`src/olwt_pkg.sv`:
```
`timescale 1ns / 1ps
package olwt_pkg;

  localparam int SLOTS_DEF       = 8;
  localparam int FIRST_LAYER_DEF = 2;
  localparam int LAST_LAYER_DEF  = 3;
  localparam int LAYER_COUNT_DEF = 4;

  localparam int LAYER_W = 3;

  typedef enum logic [1:0] {
    ACT_OPEN    = 2'd0,
    ACT_PRESENT = 2'd1,
    ACT_CLOSE   = 2'd2,
    ACT_HIT     = 2'd3
  } action_t;

  typedef enum logic [2:0] {
    ST_OK      = 3'd0,
    ST_COPY    = 3'd1,
    ST_REFUSED = 3'd2,
    ST_NO_WIN  = 3'd3,
    ST_BAD     = 3'd4,
    ST_NO_SLOT = 3'd5,
    ST_NO_COPY = 3'd6
  } status_t;

  typedef enum logic [1:0] {
    REG_SCREEN_W   = 2'd0,
    REG_SCREEN_H   = 2'd1,
    REG_LAYERS     = 2'd2,
    REG_MAX_PIXELS = 2'd3
  } reg_idx_t;

  typedef struct packed {
    logic [11:0] screen_width;
    logic [11:0] screen_height;
    logic        layers_present;
    logic [23:0] max_window_pixels;
  } cfg_t;

  typedef struct packed {
    logic load;
    logic step;
    logic commit;
  } cmd_t;

  typedef struct packed {
    logic walk_last;
  } stat_t;

endpackage

```
`src/overlay_layer_window_table_top.sv`:
```
`timescale 1ns / 1ps
// Channel   Handshake                          Payload
// request   start, busy (taken on start&!busy) action, task_req, pos_x, pos_y, width, height
// result    done (one cycle)                   status, layer_index, hit_owner
// config    psel, penable, pwrite, pready      paddr, pwdata, prdata
//
// Each request steps through a capture, a walk over every slot of the table, and a decide
// and update step; the result shows on the cycle after the update.
// busy is high from the capture edge until the update edge; a new request may start
// in the same cycle the result shows.
// Synchronous active-high reset empties the table and frees every layer.
// The receiver cannot stall: done lasts one cycle and the result registers hold until the next.
module overlay_layer_window_table_top
  import olwt_pkg::*;
#(
  parameter int SLOTS              = SLOTS_DEF,
  parameter int FIRST_WINDOW_LAYER = FIRST_LAYER_DEF,
  parameter int LAST_WINDOW_LAYER  = LAST_LAYER_DEF,
  parameter int LAYER_COUNT        = LAYER_COUNT_DEF
) (
  input  logic        clk,
  input  logic        rst,
  input  logic        start,
  output logic        busy,
  input  logic [1:0]  action,
  input  logic [15:0] task_req,
  input  logic [11:0] pos_x,
  input  logic [11:0] pos_y,
  input  logic [11:0] width,
  input  logic [11:0] height,
  output logic        done,
  output logic [2:0]  status,
  output logic signed [2:0] layer_index,
  output logic [15:0] hit_owner,
  input  logic        psel,
  input  logic        penable,
  input  logic        pwrite,
  input  logic [3:0]  paddr,
  input  logic [31:0] pwdata,
  output logic [31:0] prdata,
  output logic        pready
);

  cfg_t  cfg;
  cmd_t  cmd;
  stat_t stat;
  logic  wr;

  assign pready = 1'b1;
  assign wr     = psel && penable && pwrite && pready;

  always_ff @(posedge clk) begin
    if (rst) begin
      cfg.screen_width      <= '0;
      cfg.screen_height     <= '0;
      cfg.layers_present    <= 1'b1;
      cfg.max_window_pixels <= 24'd4194304;
    end else if (wr) begin
      unique case (reg_idx_t'(paddr[3:2]))
        REG_SCREEN_W:   cfg.screen_width      <= pwdata[11:0];
        REG_SCREEN_H:   cfg.screen_height     <= pwdata[11:0];
        REG_LAYERS:     cfg.layers_present    <= pwdata[0];
        REG_MAX_PIXELS: cfg.max_window_pixels <= pwdata[23:0];
        default:        cfg.screen_width      <= cfg.screen_width;
      endcase
    end
  end

  always_comb begin
    unique case (reg_idx_t'(paddr[3:2]))
      REG_SCREEN_W:   prdata = {20'd0, cfg.screen_width};
      REG_SCREEN_H:   prdata = {20'd0, cfg.screen_height};
      REG_LAYERS:     prdata = {31'd0, cfg.layers_present};
      REG_MAX_PIXELS: prdata = {8'd0, cfg.max_window_pixels};
      default:        prdata = '0;
    endcase
  end

  olwt_ctrl u_ctrl (
    .clk   (clk),
    .rst   (rst),
    .start (start),
    .stat  (stat),
    .cmd   (cmd),
    .busy  (busy)
  );

  olwt_dp #(
    .SLOTS              (SLOTS),
    .FIRST_WINDOW_LAYER (FIRST_WINDOW_LAYER),
    .LAST_WINDOW_LAYER  (LAST_WINDOW_LAYER),
    .LAYER_COUNT        (LAYER_COUNT)
  ) u_dp (
    .clk         (clk),
    .rst         (rst),
    .cmd         (cmd),
    .stat        (stat),
    .cfg         (cfg),
    .action      (action),
    .task_req    (task_req),
    .pos_x       (pos_x),
    .pos_y       (pos_y),
    .width       (width),
    .height      (height),
    .done        (done),
    .status      (status),
    .layer_index (layer_index),
    .hit_owner   (hit_owner)
  );

  a_start_busy: assert property (@(posedge clk) disable iff (rst)
    (start && !busy) |=> busy) else $error("request transfer did not raise busy");

  a_done_idle: assert property (@(posedge clk) disable iff (rst)
    done |-> !busy) else $error("result while busy");

  a_no_early_done: assert property (@(posedge clk) disable iff (rst)
    (start && !busy) |=> !done) else $error("result right after request transfer");

  a_hit_status: assert property (@(posedge clk) disable iff (rst)
    (done && hit_owner != 16'd0) |-> (status == ST_OK && layer_index != -3'sd2))
    else $error("hit owner with bad status");

endmodule

```
`src/olwt_ctrl.sv`:
```
`timescale 1ns / 1ps
module olwt_ctrl
  import olwt_pkg::*;
(
  input  logic  clk,
  input  logic  rst,
  input  logic  start,
  input  stat_t stat,
  output cmd_t  cmd,
  output logic  busy
);

  typedef enum logic [2:0] {
    S_IDLE   = 3'b001,
    S_WALK   = 3'b010,
    S_DECIDE = 3'b100
  } state_t;

  state_t state, state_next;

  always_ff @(posedge clk) begin
    if (rst) begin
      state <= S_IDLE;
    end else begin
      state <= state_next;
    end
  end

  always_comb begin
    state_next = state;
    cmd        = '0;
    unique case (state)
      S_IDLE: begin
        if (start) begin
          cmd.load   = 1'b1;
          state_next = S_WALK;
        end
      end
      S_WALK: begin
        cmd.step = 1'b1;
        if (stat.walk_last) begin
          state_next = S_DECIDE;
        end
      end
      S_DECIDE: begin
        cmd.commit = 1'b1;
        state_next = S_IDLE;
      end
      default: begin
        state_next = S_IDLE;
      end
    endcase
  end

  assign busy = (state != S_IDLE);

endmodule

```
`src/olwt_dp.sv`:
```
`timescale 1ns / 1ps
module olwt_dp
  import olwt_pkg::*;
#(
  parameter int SLOTS              = SLOTS_DEF,
  parameter int FIRST_WINDOW_LAYER = FIRST_LAYER_DEF,
  parameter int LAST_WINDOW_LAYER  = LAST_LAYER_DEF,
  parameter int LAYER_COUNT        = LAYER_COUNT_DEF
) (
  input  logic        clk,
  input  logic        rst,
  input  cmd_t        cmd,
  output stat_t       stat,
  input  cfg_t        cfg,
  input  logic [1:0]  action,
  input  logic [15:0] task_req,
  input  logic [11:0] pos_x,
  input  logic [11:0] pos_y,
  input  logic [11:0] width,
  input  logic [11:0] height,
  output logic        done,
  output logic [2:0]  status,
  output logic signed [2:0] layer_index,
  output logic [15:0] hit_owner
);

  localparam int IW  = (SLOTS > 1) ? $clog2(SLOTS) : 1;
  localparam int LIW = $clog2(LAYER_COUNT);

  logic [15:0]              slot_owner  [SLOTS];
  logic [11:0]              slot_width  [SLOTS];
  logic [11:0]              slot_height [SLOTS];
  logic [11:0]              slot_x      [SLOTS];
  logic [11:0]              slot_y      [SLOTS];
  logic signed [LAYER_W-1:0] slot_layer [SLOTS];
  logic [15:0]              slot_moves  [SLOTS];
  logic                     slot_placed [SLOTS];
  logic [15:0]              layer_holder [LAYER_COUNT];
  logic                     layers_known_flag;
  logic                     layers_exist_flag;

  action_t     req_act;
  logic [15:0] req_task;
  logic [11:0] req_x, req_y, req_w, req_h;
  logic        req_bad;
  logic [23:0] area;

  logic [IW-1:0] idx;
  logic          s_found, free_found;
  logic [IW-1:0] s_idx, free_idx;
  logic          user_found [LAYER_COUNT];
  logic          user_still [LAYER_COUNT];
  logic [IW-1:0] user_idx   [LAYER_COUNT];
  logic signed [LAYER_W-1:0] best;
  logic [15:0]   best_owner;

  logic [15:0] w_owner;
  logic        w_hit;

  assign area           = 24'(width) * 24'(height);
  assign stat.walk_last = (idx == IW'(SLOTS - 1));
  assign w_owner        = slot_owner[idx];
  assign w_hit = (w_owner != 16'd0) && slot_placed[idx] &&
                 (req_x >= slot_x[idx]) && (req_y >= slot_y[idx]) &&
                 ({1'b0, req_x} < {1'b0, slot_x[idx]} + {1'b0, slot_width[idx]}) &&
                 ({1'b0, req_y} < {1'b0, slot_y[idx]} + {1'b0, slot_height[idx]});

  always_ff @(posedge clk) begin
    if (cmd.load) begin
      req_act    <= action_t'(action);
      req_task   <= task_req;
      req_x      <= pos_x;
      req_y      <= pos_y;
      req_w      <= width;
      req_h      <= height;
      req_bad    <= (width == 12'd0) || (height == 12'd0) ||
                    (area > cfg.max_window_pixels);
      idx        <= '0;
      s_found    <= 1'b0;
      free_found <= 1'b0;
      s_idx      <= '0;
      free_idx   <= '0;
      best       <= -3'sd2;
      best_owner <= '0;
      for (int l = 0; l < LAYER_COUNT; l++) begin
        user_found[l] <= 1'b0;
        user_still[l] <= 1'b0;
        user_idx[l]   <= '0;
      end
    end else if (cmd.step) begin
      if (!stat.walk_last) begin
        idx <= idx + 1'b1;
      end
      if (!s_found && w_owner == req_task) begin
        s_found <= 1'b1;
        s_idx   <= idx;
      end
      if (!free_found && w_owner == 16'd0) begin
        free_found <= 1'b1;
        free_idx   <= idx;
      end
      for (int l = 0; l < LAYER_COUNT; l++) begin
        if (!user_found[l] && w_owner != 16'd0 && w_owner == layer_holder[l]) begin
          user_found[l] <= 1'b1;
          user_still[l] <= (slot_moves[idx] == 16'd0);
          user_idx[l]   <= idx;
        end
      end
      if (w_hit && slot_layer[idx] > best) begin
        best       <= slot_layer[idx];
        best_owner <= w_owner;
      end
    end
  end

  logic                      moved;
  logic [15:0]               moves_new;
  logic signed [LAYER_W-1:0] cur_layer;
  logic                      first, back;
  logic                      up_ok, dn_ok, st_ok, pick_ok;
  logic [LIW-1:0]            up_l, dn_l, st_l, pick_l;
  logic                      shown, grant, known_set, known_n, exist_n;
  status_t                   pres_status;
  logic                      s_valid;

  always_comb begin
    moved     = (slot_x[s_idx] != req_x) || (slot_y[s_idx] != req_y);
    moves_new = (moved && slot_moves[s_idx] != 16'hFFFF) ?
                slot_moves[s_idx] + 16'd1 : slot_moves[s_idx];
    cur_layer = slot_layer[s_idx];
    first     = (cur_layer < 0);
    back      = (cfg.screen_width != 12'd0) && (cfg.screen_height != 12'd0) &&
                (slot_width[s_idx] >= cfg.screen_width) &&
                (slot_height[s_idx] >= cfg.screen_height);
    up_ok = 1'b0; dn_ok = 1'b0; st_ok = 1'b0;
    up_l  = '0;   dn_l  = '0;   st_l  = '0;
    for (int l = 0; l < LAYER_COUNT; l++) begin
      if (l >= FIRST_WINDOW_LAYER && l <= LAST_WINDOW_LAYER && layer_holder[l] == 16'd0) begin
        dn_ok = 1'b1;
        dn_l  = LIW'(l);
      end
    end
    for (int l = LAYER_COUNT - 1; l >= 0; l--) begin
      if (l >= FIRST_WINDOW_LAYER && l <= LAST_WINDOW_LAYER) begin
        if (layer_holder[l] == 16'd0) begin
          up_ok = 1'b1;
          up_l  = LIW'(l);
        end
        if (user_found[l] && user_still[l]) begin
          st_ok = 1'b1;
          st_l  = LIW'(l);
        end
      end
    end
    pick_ok = 1'b0;
    pick_l  = '0;
    if (!first) begin
      pick_ok = 1'b1;
    end else if (back && up_ok) begin
      pick_ok = 1'b1;
      pick_l  = up_l;
    end else if (!back && dn_ok) begin
      pick_ok = 1'b1;
      pick_l  = dn_l;
    end else if (moves_new != 16'd0 && st_ok) begin
      pick_ok = 1'b1;
      pick_l  = st_l;
    end
    shown     = pick_ok && (!first || cfg.layers_present);
    grant     = pick_ok && first && cfg.layers_present;
    known_set = pick_ok && first && !cfg.layers_present;
    known_n   = layers_known_flag || known_set || grant;
    exist_n   = layers_exist_flag || grant;
    priority if (shown) begin
      pres_status = ST_OK;
    end else if (known_n && exist_n && moves_new != 16'd0) begin
      pres_status = ST_REFUSED;
    end else if (cfg.screen_width == 12'd0) begin
      pres_status = ST_NO_COPY;
    end else begin
      pres_status = ST_COPY;
    end
    s_valid = s_found && (req_task != 16'd0);
  end

  always_ff @(posedge clk) begin
    if (rst) begin
      for (int i = 0; i < SLOTS; i++) begin
        slot_owner[i]  <= '0;
        slot_width[i]  <= '0;
        slot_height[i] <= '0;
        slot_x[i]      <= '0;
        slot_y[i]      <= '0;
        slot_layer[i]  <= -3'sd1;
        slot_moves[i]  <= '0;
        slot_placed[i] <= 1'b0;
      end
      for (int l = 0; l < LAYER_COUNT; l++) begin
        layer_holder[l] <= '0;
      end
      layers_known_flag <= 1'b0;
      layers_exist_flag <= 1'b0;
      done              <= 1'b0;
      status            <= '0;
      layer_index       <= -3'sd1;
      hit_owner         <= '0;
    end else begin
      done <= cmd.commit;
      if (cmd.commit) begin
        status      <= ST_OK;
        layer_index <= -3'sd1;
        hit_owner   <= '0;
        unique case (req_act)
          ACT_OPEN: begin
            if (req_bad || s_found) begin
              status <= ST_BAD;
            end else if (!free_found) begin
              status <= ST_NO_SLOT;
            end else begin
              slot_owner[free_idx]  <= req_task;
              slot_width[free_idx]  <= req_w;
              slot_height[free_idx] <= req_h;
              slot_x[free_idx]      <= '0;
              slot_y[free_idx]      <= '0;
              slot_layer[free_idx]  <= -3'sd1;
              slot_moves[free_idx]  <= '0;
            end
          end
          ACT_PRESENT: begin
            if (!s_valid) begin
              status <= ST_NO_WIN;
            end else begin
              status               <= pres_status;
              slot_moves[s_idx]    <= moves_new;
              layers_known_flag    <= known_n;
              layers_exist_flag    <= exist_n;
              layer_index          <= cur_layer;
              if (grant) begin
                if (user_found[pick_l] && user_idx[pick_l] != s_idx) begin
                  slot_layer[user_idx[pick_l]] <= -3'sd1;
                end
                layer_holder[pick_l] <= req_task;
                slot_layer[s_idx]    <= LAYER_W'(pick_l);
                layer_index          <= LAYER_W'(pick_l);
              end
              if (pres_status == ST_OK || pres_status == ST_COPY) begin
                slot_x[s_idx]      <= req_x;
                slot_y[s_idx]      <= req_y;
                slot_placed[s_idx] <= 1'b1;
              end
            end
          end
          ACT_CLOSE: begin
            if (!s_valid) begin
              status <= ST_NO_WIN;
            end else begin
              if (cur_layer >= 0 && 32'(cur_layer) < LAYER_COUNT) begin
                layer_holder[LIW'($unsigned(cur_layer))] <= '0;
              end
              slot_layer[s_idx] <= -3'sd1;
              slot_moves[s_idx] <= '0;
              slot_owner[s_idx] <= '0;
            end
          end
          ACT_HIT: begin
            hit_owner <= best_owner;
            if (best >= 0) begin
              layer_index <= best;
            end
          end
          default: begin
            status <= ST_OK;
          end
        endcase
      end
    end
  end

endmodule

```
`config.mk`:
```
export PLATFORM = sky130hd
export DESIGN_NAME = overlay_layer_window_table_top
export DESIGN_NICKNAME = d
export VERILOG_FILES = /design/src/olwt_pkg.sv /design/src/overlay_layer_window_table_top.sv /design/src/olwt_ctrl.sv /design/src/olwt_dp.sv
export SDC_FILE = /design/constraint.sdc
export NUM_CORES = 2
export LEC_CHECK = 0
export BUFFER_PORTS_ARGS = -buffer_cell sky130_fd_sc_hd__buf_4
export CAP_MARGIN = 15
export CORE_MARGIN = 2
export CORE_UTILIZATION = 57
export CTS_CLUSTER_DIAMETER = 120
export CTS_CLUSTER_SIZE = 10
export DETAILED_ROUTE_END_ITERATION = 7
export PLACE_DENSITY = 0.8
export SYNTH_ARGS = -nofsm -noshare
export SYNTH_HDL_FRONTEND = slang
export SYNTH_SLANG_ARGS = --single-unit
```
`constraint.sdc`:
```
create_clock -name clk -period 9.8 [get_ports clk]
set_input_delay 1.47 -clock clk [delete_from_list [all_inputs] [get_ports clk]]
set_output_delay 1.47 -clock clk [all_outputs]
set_load 0.02 [all_outputs]
```
==> out/summary.md <==
- **register-to-register setup slack** 1.91 ns
- **sw power** 2.888 mW
- **critical setup path kind** register to register
- **Power per Cell Area** 180.8 mW/mm^2
- **average wire length per cell after detail routing** 25.37 um
- **vertical die dimension** 303.9 um
- **fraction of final layout cells with drive strength greater than 1** 16.50%
- **number of DRC violations after detailed routing** 0
- **switching power share of the total** 28.25%
- **transition time at the pin with the least slew margin** 1.173 ns
- **total iterations of the first detailed-routing run** 6
- **total number of yosys warnings** 0
- **remaining global-route overflow** 0
- **total core area** 0.08878 mm^2
- **unrepaired setup endpoints after global routing** no
- **worst r2r path cells** 17
- **worst hold path type** register to register
- **Port-buffer cells** 145
- **overall via count from detail_route** 35320
- **clock share of power** 33.7%
- **data required time at the worst endpoint** 10.07 ns
- **outcome** finished, final reports clean
- **overall fraction of global-route tracks in use** 30.13%
- **Tot Pwr** 10.22 mW
- **Hold Violations, Final** 0
- **largest buffer count on any clock path** 3
- **number of I/O pins** 165
- **most used flip-flop cell after synthesis** sky130_fd_sc_hd__edfxtp_1
- **max frequency** 126.8 MHz
- **post-synthesis cell type with the largest combined area** sky130_fd_sc_hd__edfxtp_1
- **Clock Pin Slew Worst Setup and Hold Paths** 0.06 ns
- **clock tree from TritonCTS** done
- **accumulated negative setup slack** 0 ns
- **number of CTS-inserted buffers** 101
- **hold bufs inserted after CTS** 0
- **Sink Count** 914
- **Chip Width** 303.9 um
- **post-synthesis cell area** 0.05127 mm^2
- **number of global-route vias before repair** 36030
- **crit path launch type** register
- **final setup violating endpoints** 0
- **flip-flop and latch count after synthesis** 914
- **maximum number of pins on one net before global-route repair** 74
- **# nets final** 4647
- **Max Transition Viols Final** 0
- **synthesized area per cell** 12.44 um^2
- **half-perimeter wire length after placement** 88230 um
- **# diodes** 0
- **initial antenna violation count** 4
- **portion of the post-synthesis area used by sequential elements** 51.13%
- **Worst Hold Launch** cfg[2]
- **Post-Synthesis Cells** 4121
- **worst vdd ir** 0.4914 mV
- **Arr. time, crit path** 8.16 ns
- **later-pin clock latency in the skew report** 0.69 ns
- **synthesis-to-layout area growth** 10.27%
- **Post-CTS Setup Bufs** 0
- **number of distinct standard cells referenced by the synthesized netlist** 83
- **H-tree depth** 3
- **Clk Tree Root Cell** sky130_fd_sc_hd__clkbuf_16
- **Area contributors post-synth** sky130_fd_sc_hd__edfxtp_1 (46%), sky130_fd_sc_hd__mux4_2 (11%), sky130_fd_sc_hd__dfxtp_1 (4.8%), sky130_fd_sc_hd__ha_1 (4.5%), sky130_fd_sc_hd__nor2_1 (4.2%)
- **Logic pwr share** 22.6%
- **endpoint class of the critical path** register
- **CTS resizes** 0
- **period utilisation layout** 80.49%
- **floorplan die area** 0.09236 mm^2
- **Max-Slew Margin vs Limit** 21.50%
- **Post-Route WL** 138900 um
- **effective utilization at floorplan** 57.75%
- **number of synthesized flops with an enable pin** 791
- **Placer Congestion** 0.9159
- **area share of the largest cell type after synthesis** 46.33%
- **Hold Path End** cfg[2]
- **worst hold path stage count** 2
- **sequential fraction of design power** 43.8%
- **Max-cap violations** 0
- **number of nets with antenna violations after routing** 0
- **wire length of the first global-routing pass** 212100 um
- **placement row count** 109
- **proportion of synthesized flip-flops having asynchronous set or reset** 0%
- **fin crit period** 7.888 ns
- **largest clock skew in the final design** 0.04582 ns
- **internal power of the cells** 7.334 mW
- **routed vias/inst** 6.453
- **Max Fanout on Critical Path** 32
- **reg2reg end** u_dp.slot_y[3][9]
- **Pleak** 20.90 nW
- **1st-iter DRT viols** 4690
## metrics by stage
step | cell area, um^2 | worst slack [ns] | instances | hold slack [ns] | util [%]
final | 56540 | 1.912 | 5474 | 0.4516 | 63.68
after global routing | 56540 | 1.502 | 5474 | 0.4714 | 63.68
after global placement | 53640 | 1.396 | 5312 | 0.4412 | 60.42
after detailed placement | 53640 | 1.384 | 5312 | 0.4449 | 60.42
after floorplan | 51390 | 1.913 | 4152 | 0.4256 | -
after CTS | 56530 | 2.078 | 5473 | 0.4541 | 63.67
## power groups by stage
stage          registers [mW]  logic (mW)  clock network [mW]
3_3_place_gp             4.54        2.23                   0
6_report                 4.47        2.31                3.44
5_1_grt                  4.48        2.59                3.60
2_1_floorplan            4.49        1.74                   0
4_1_cts                  4.47        2.32                3.45
3_5_place_dp             4.55        2.29                   0
## routing by layer
metal,vias to the layer above,GRT usage [%],routed length (um)
li1,15210,-,-
met1,17410,39.47,51030
met2,2295,49.28,66130
met3,403,7.083,16450
met4,6,11.15,5238
met5,-,0,34
## flip-flops by register name, indices dropped and copies added, names as in the netlist, 8 cells and up, named ones only
| name | flops |
|---|---|
| u_dp.req_x | 12 |
| u_dp.best_owner | 16 |
| u_dp.req_w | 12 |
| u_dp.slot_owner | 128 |
| u_dp.req_task | 16 |
| u_dp.slot_moves | 128 |
| u_dp.slot_height | 96 |
| u_dp.layer_holder | 48 |
| u_dp.slot_x | 96 |
| u_dp.req_y | 12 |
| u_dp.user_idx | 9 |
| u_dp.req_h | 12 |
| u_dp.slot_y | 96 |
| u_dp.slot_layer | 24 |
| u_dp.hit_owner | 16 |
| u_dp.slot_width | 96 |
| u_dp.slot_placed | 8 |
| cfg | 49 |
## layout by cell type (no fill, tap or decap), types with 29 or more instances in the layout
master and n:
sky130_fd_sc_hd__o21ai_0 39, sky130_fd_sc_hd__inv_1 228, sky130_fd_sc_hd__mux2i_1 147, sky130_fd_sc_hd__a21o_1 54
sky130_fd_sc_hd__mux4_2 241, sky130_fd_sc_hd__edfxtp_1 791, sky130_fd_sc_hd__conb_1 33, sky130_fd_sc_hd__and2_1 225
sky130_fd_sc_hd__and3_1 56, sky130_fd_sc_hd__xnor2_1 55, sky130_fd_sc_hd__nand2_1 342, sky130_fd_sc_hd__nor4_1 61
sky130_fd_sc_hd__dfxtp_1 117, sky130_fd_sc_hd__clkbuf_16 102, sky130_fd_sc_hd__nor2_1 571, sky130_fd_sc_hd__nor3_1 29
sky130_fd_sc_hd__mux2_2 66, sky130_fd_sc_hd__nand4_1 33, sky130_fd_sc_hd__buf_4 222, sky130_fd_sc_hd__ha_1 186
sky130_fd_sc_hd__clkbuf_1 52, sky130_fd_sc_hd__fa_1 102, sky130_fd_sc_hd__a21oi_1 105, sky130_fd_sc_hd__xor2_1 78
## critical path, stage by stage (launching register included)
cell	delay [ns]
sky130_fd_sc_hd__dfxtp_4	0.67
sky130_fd_sc_hd__buf_4	0.60
sky130_fd_sc_hd__mux4_2	0.62
sky130_fd_sc_hd__mux2i_1	0.58
sky130_fd_sc_hd__inv_1	0.13
sky130_fd_sc_hd__ha_1	0.23
sky130_fd_sc_hd__inv_1	0.09
sky130_fd_sc_hd__nor2_1	0.07
sky130_fd_sc_hd__nand3_2	0.22
sky130_fd_sc_hd__nor4_4	0.13
sky130_fd_sc_hd__nor2_1	0.36
sky130_fd_sc_hd__nand4_1	0.21
sky130_fd_sc_hd__a2111oi_4	0.77
sky130_fd_sc_hd__nand2_1	0.26
sky130_fd_sc_hd__a21o_1	0.24
sky130_fd_sc_hd__nand2_1	0.56
sky130_fd_sc_hd__nand2_1	0.58
sky130_fd_sc_hd__o21bai_4	1.04
## cell usage after synthesis (10+ instances only)
cell and n:
sky130_fd_sc_hd__and3_1 56, sky130_fd_sc_hd__o21bai_1 23, sky130_fd_sc_hd__o22ai_1 24, sky130_fd_sc_hd__a211oi_1 15
sky130_fd_sc_hd__xnor2_1 55, sky130_fd_sc_hd__nand4_1 33, sky130_fd_sc_hd__mux4_2 241, sky130_fd_sc_hd__buf_2 20
sky130_fd_sc_hd__nand2b_1 24, sky130_fd_sc_hd__a21o_1 54, sky130_fd_sc_hd__nand2_1 342, sky130_fd_sc_hd__a21oi_1 105
sky130_fd_sc_hd__nor4_1 62, sky130_fd_sc_hd__o21a_1 13, sky130_fd_sc_hd__dfxtp_1 123, sky130_fd_sc_hd__edfxtp_1 791
sky130_fd_sc_hd__inv_1 229, sky130_fd_sc_hd__or2_2 14, sky130_fd_sc_hd__mux2_2 66, sky130_fd_sc_hd__or3_1 15
sky130_fd_sc_hd__mux4_1 12, sky130_fd_sc_hd__a22o_1 24, sky130_fd_sc_hd__or4_1 10, sky130_fd_sc_hd__xor2_1 78
sky130_fd_sc_hd__nor2_1 573, sky130_fd_sc_hd__fa_1 102, sky130_fd_sc_hd__mux2i_1 147, sky130_fd_sc_hd__o21ai_0 42
sky130_fd_sc_hd__nand3_1 21, sky130_fd_sc_hd__buf_1 30, sky130_fd_sc_hd__nor3_1 37, sky130_fd_sc_hd__buf_4 18
sky130_fd_sc_hd__and2_1 225, sky130_fd_sc_hd__ha_1 186, sky130_fd_sc_hd__o21ai_1 14, sky130_fd_sc_hd__clkbuf_1 148
sky130_fd_sc_hd__nor2b_1 23, sky130_fd_sc_hd__o31ai_1 11
## logic make-up (layout without fill, tap and decap cells)
kind of cell	count (synthesis)	after routing	share of synthesized area, %
buffers and inverters	459	616	3.775
adder cells (fa/ha/maj)	288	288	8.522
AO/OA/AOI/OAI	392	392	5.195
multiplexers	468	468	15.59
AND/OR/NAND/NOR	1465	1465	13.50
other	2	33	0.01465
flip-flops	914	914	51.13
XOR/XNOR	133	133	2.272
## how the worst max path moves through the flow
stage              start           endpoint  slack [ns]  cells after the start
6_report        register  u_dp.slot_y[3][9]        1.91                     17
3_5_place_dp   height[3]       u_dp.req_bad        1.38                     30
4_1_cts        height[3]       u_dp.req_bad        2.08                     30
5_1_grt         register  u_dp.slot_y[3][9]        1.50                     17
2_1_floorplan  height[3]       u_dp.req_bad        1.91                     30
3_3_place_gp    width[3]       u_dp.req_bad        1.40                     30
## cell type report
cell class,instances,area (um^2)
Clock buffer,154,2748
Clock inverter,7,143.9
Fill cell,6385,32240
Inverter,231,869.6
Multi-Input combinational cell,2779,23380
Sequential cell,914,26240
Tap cell,1165,1458
Timing Repair Buffer,224,1707
Power figures use the tool's default switching activity.
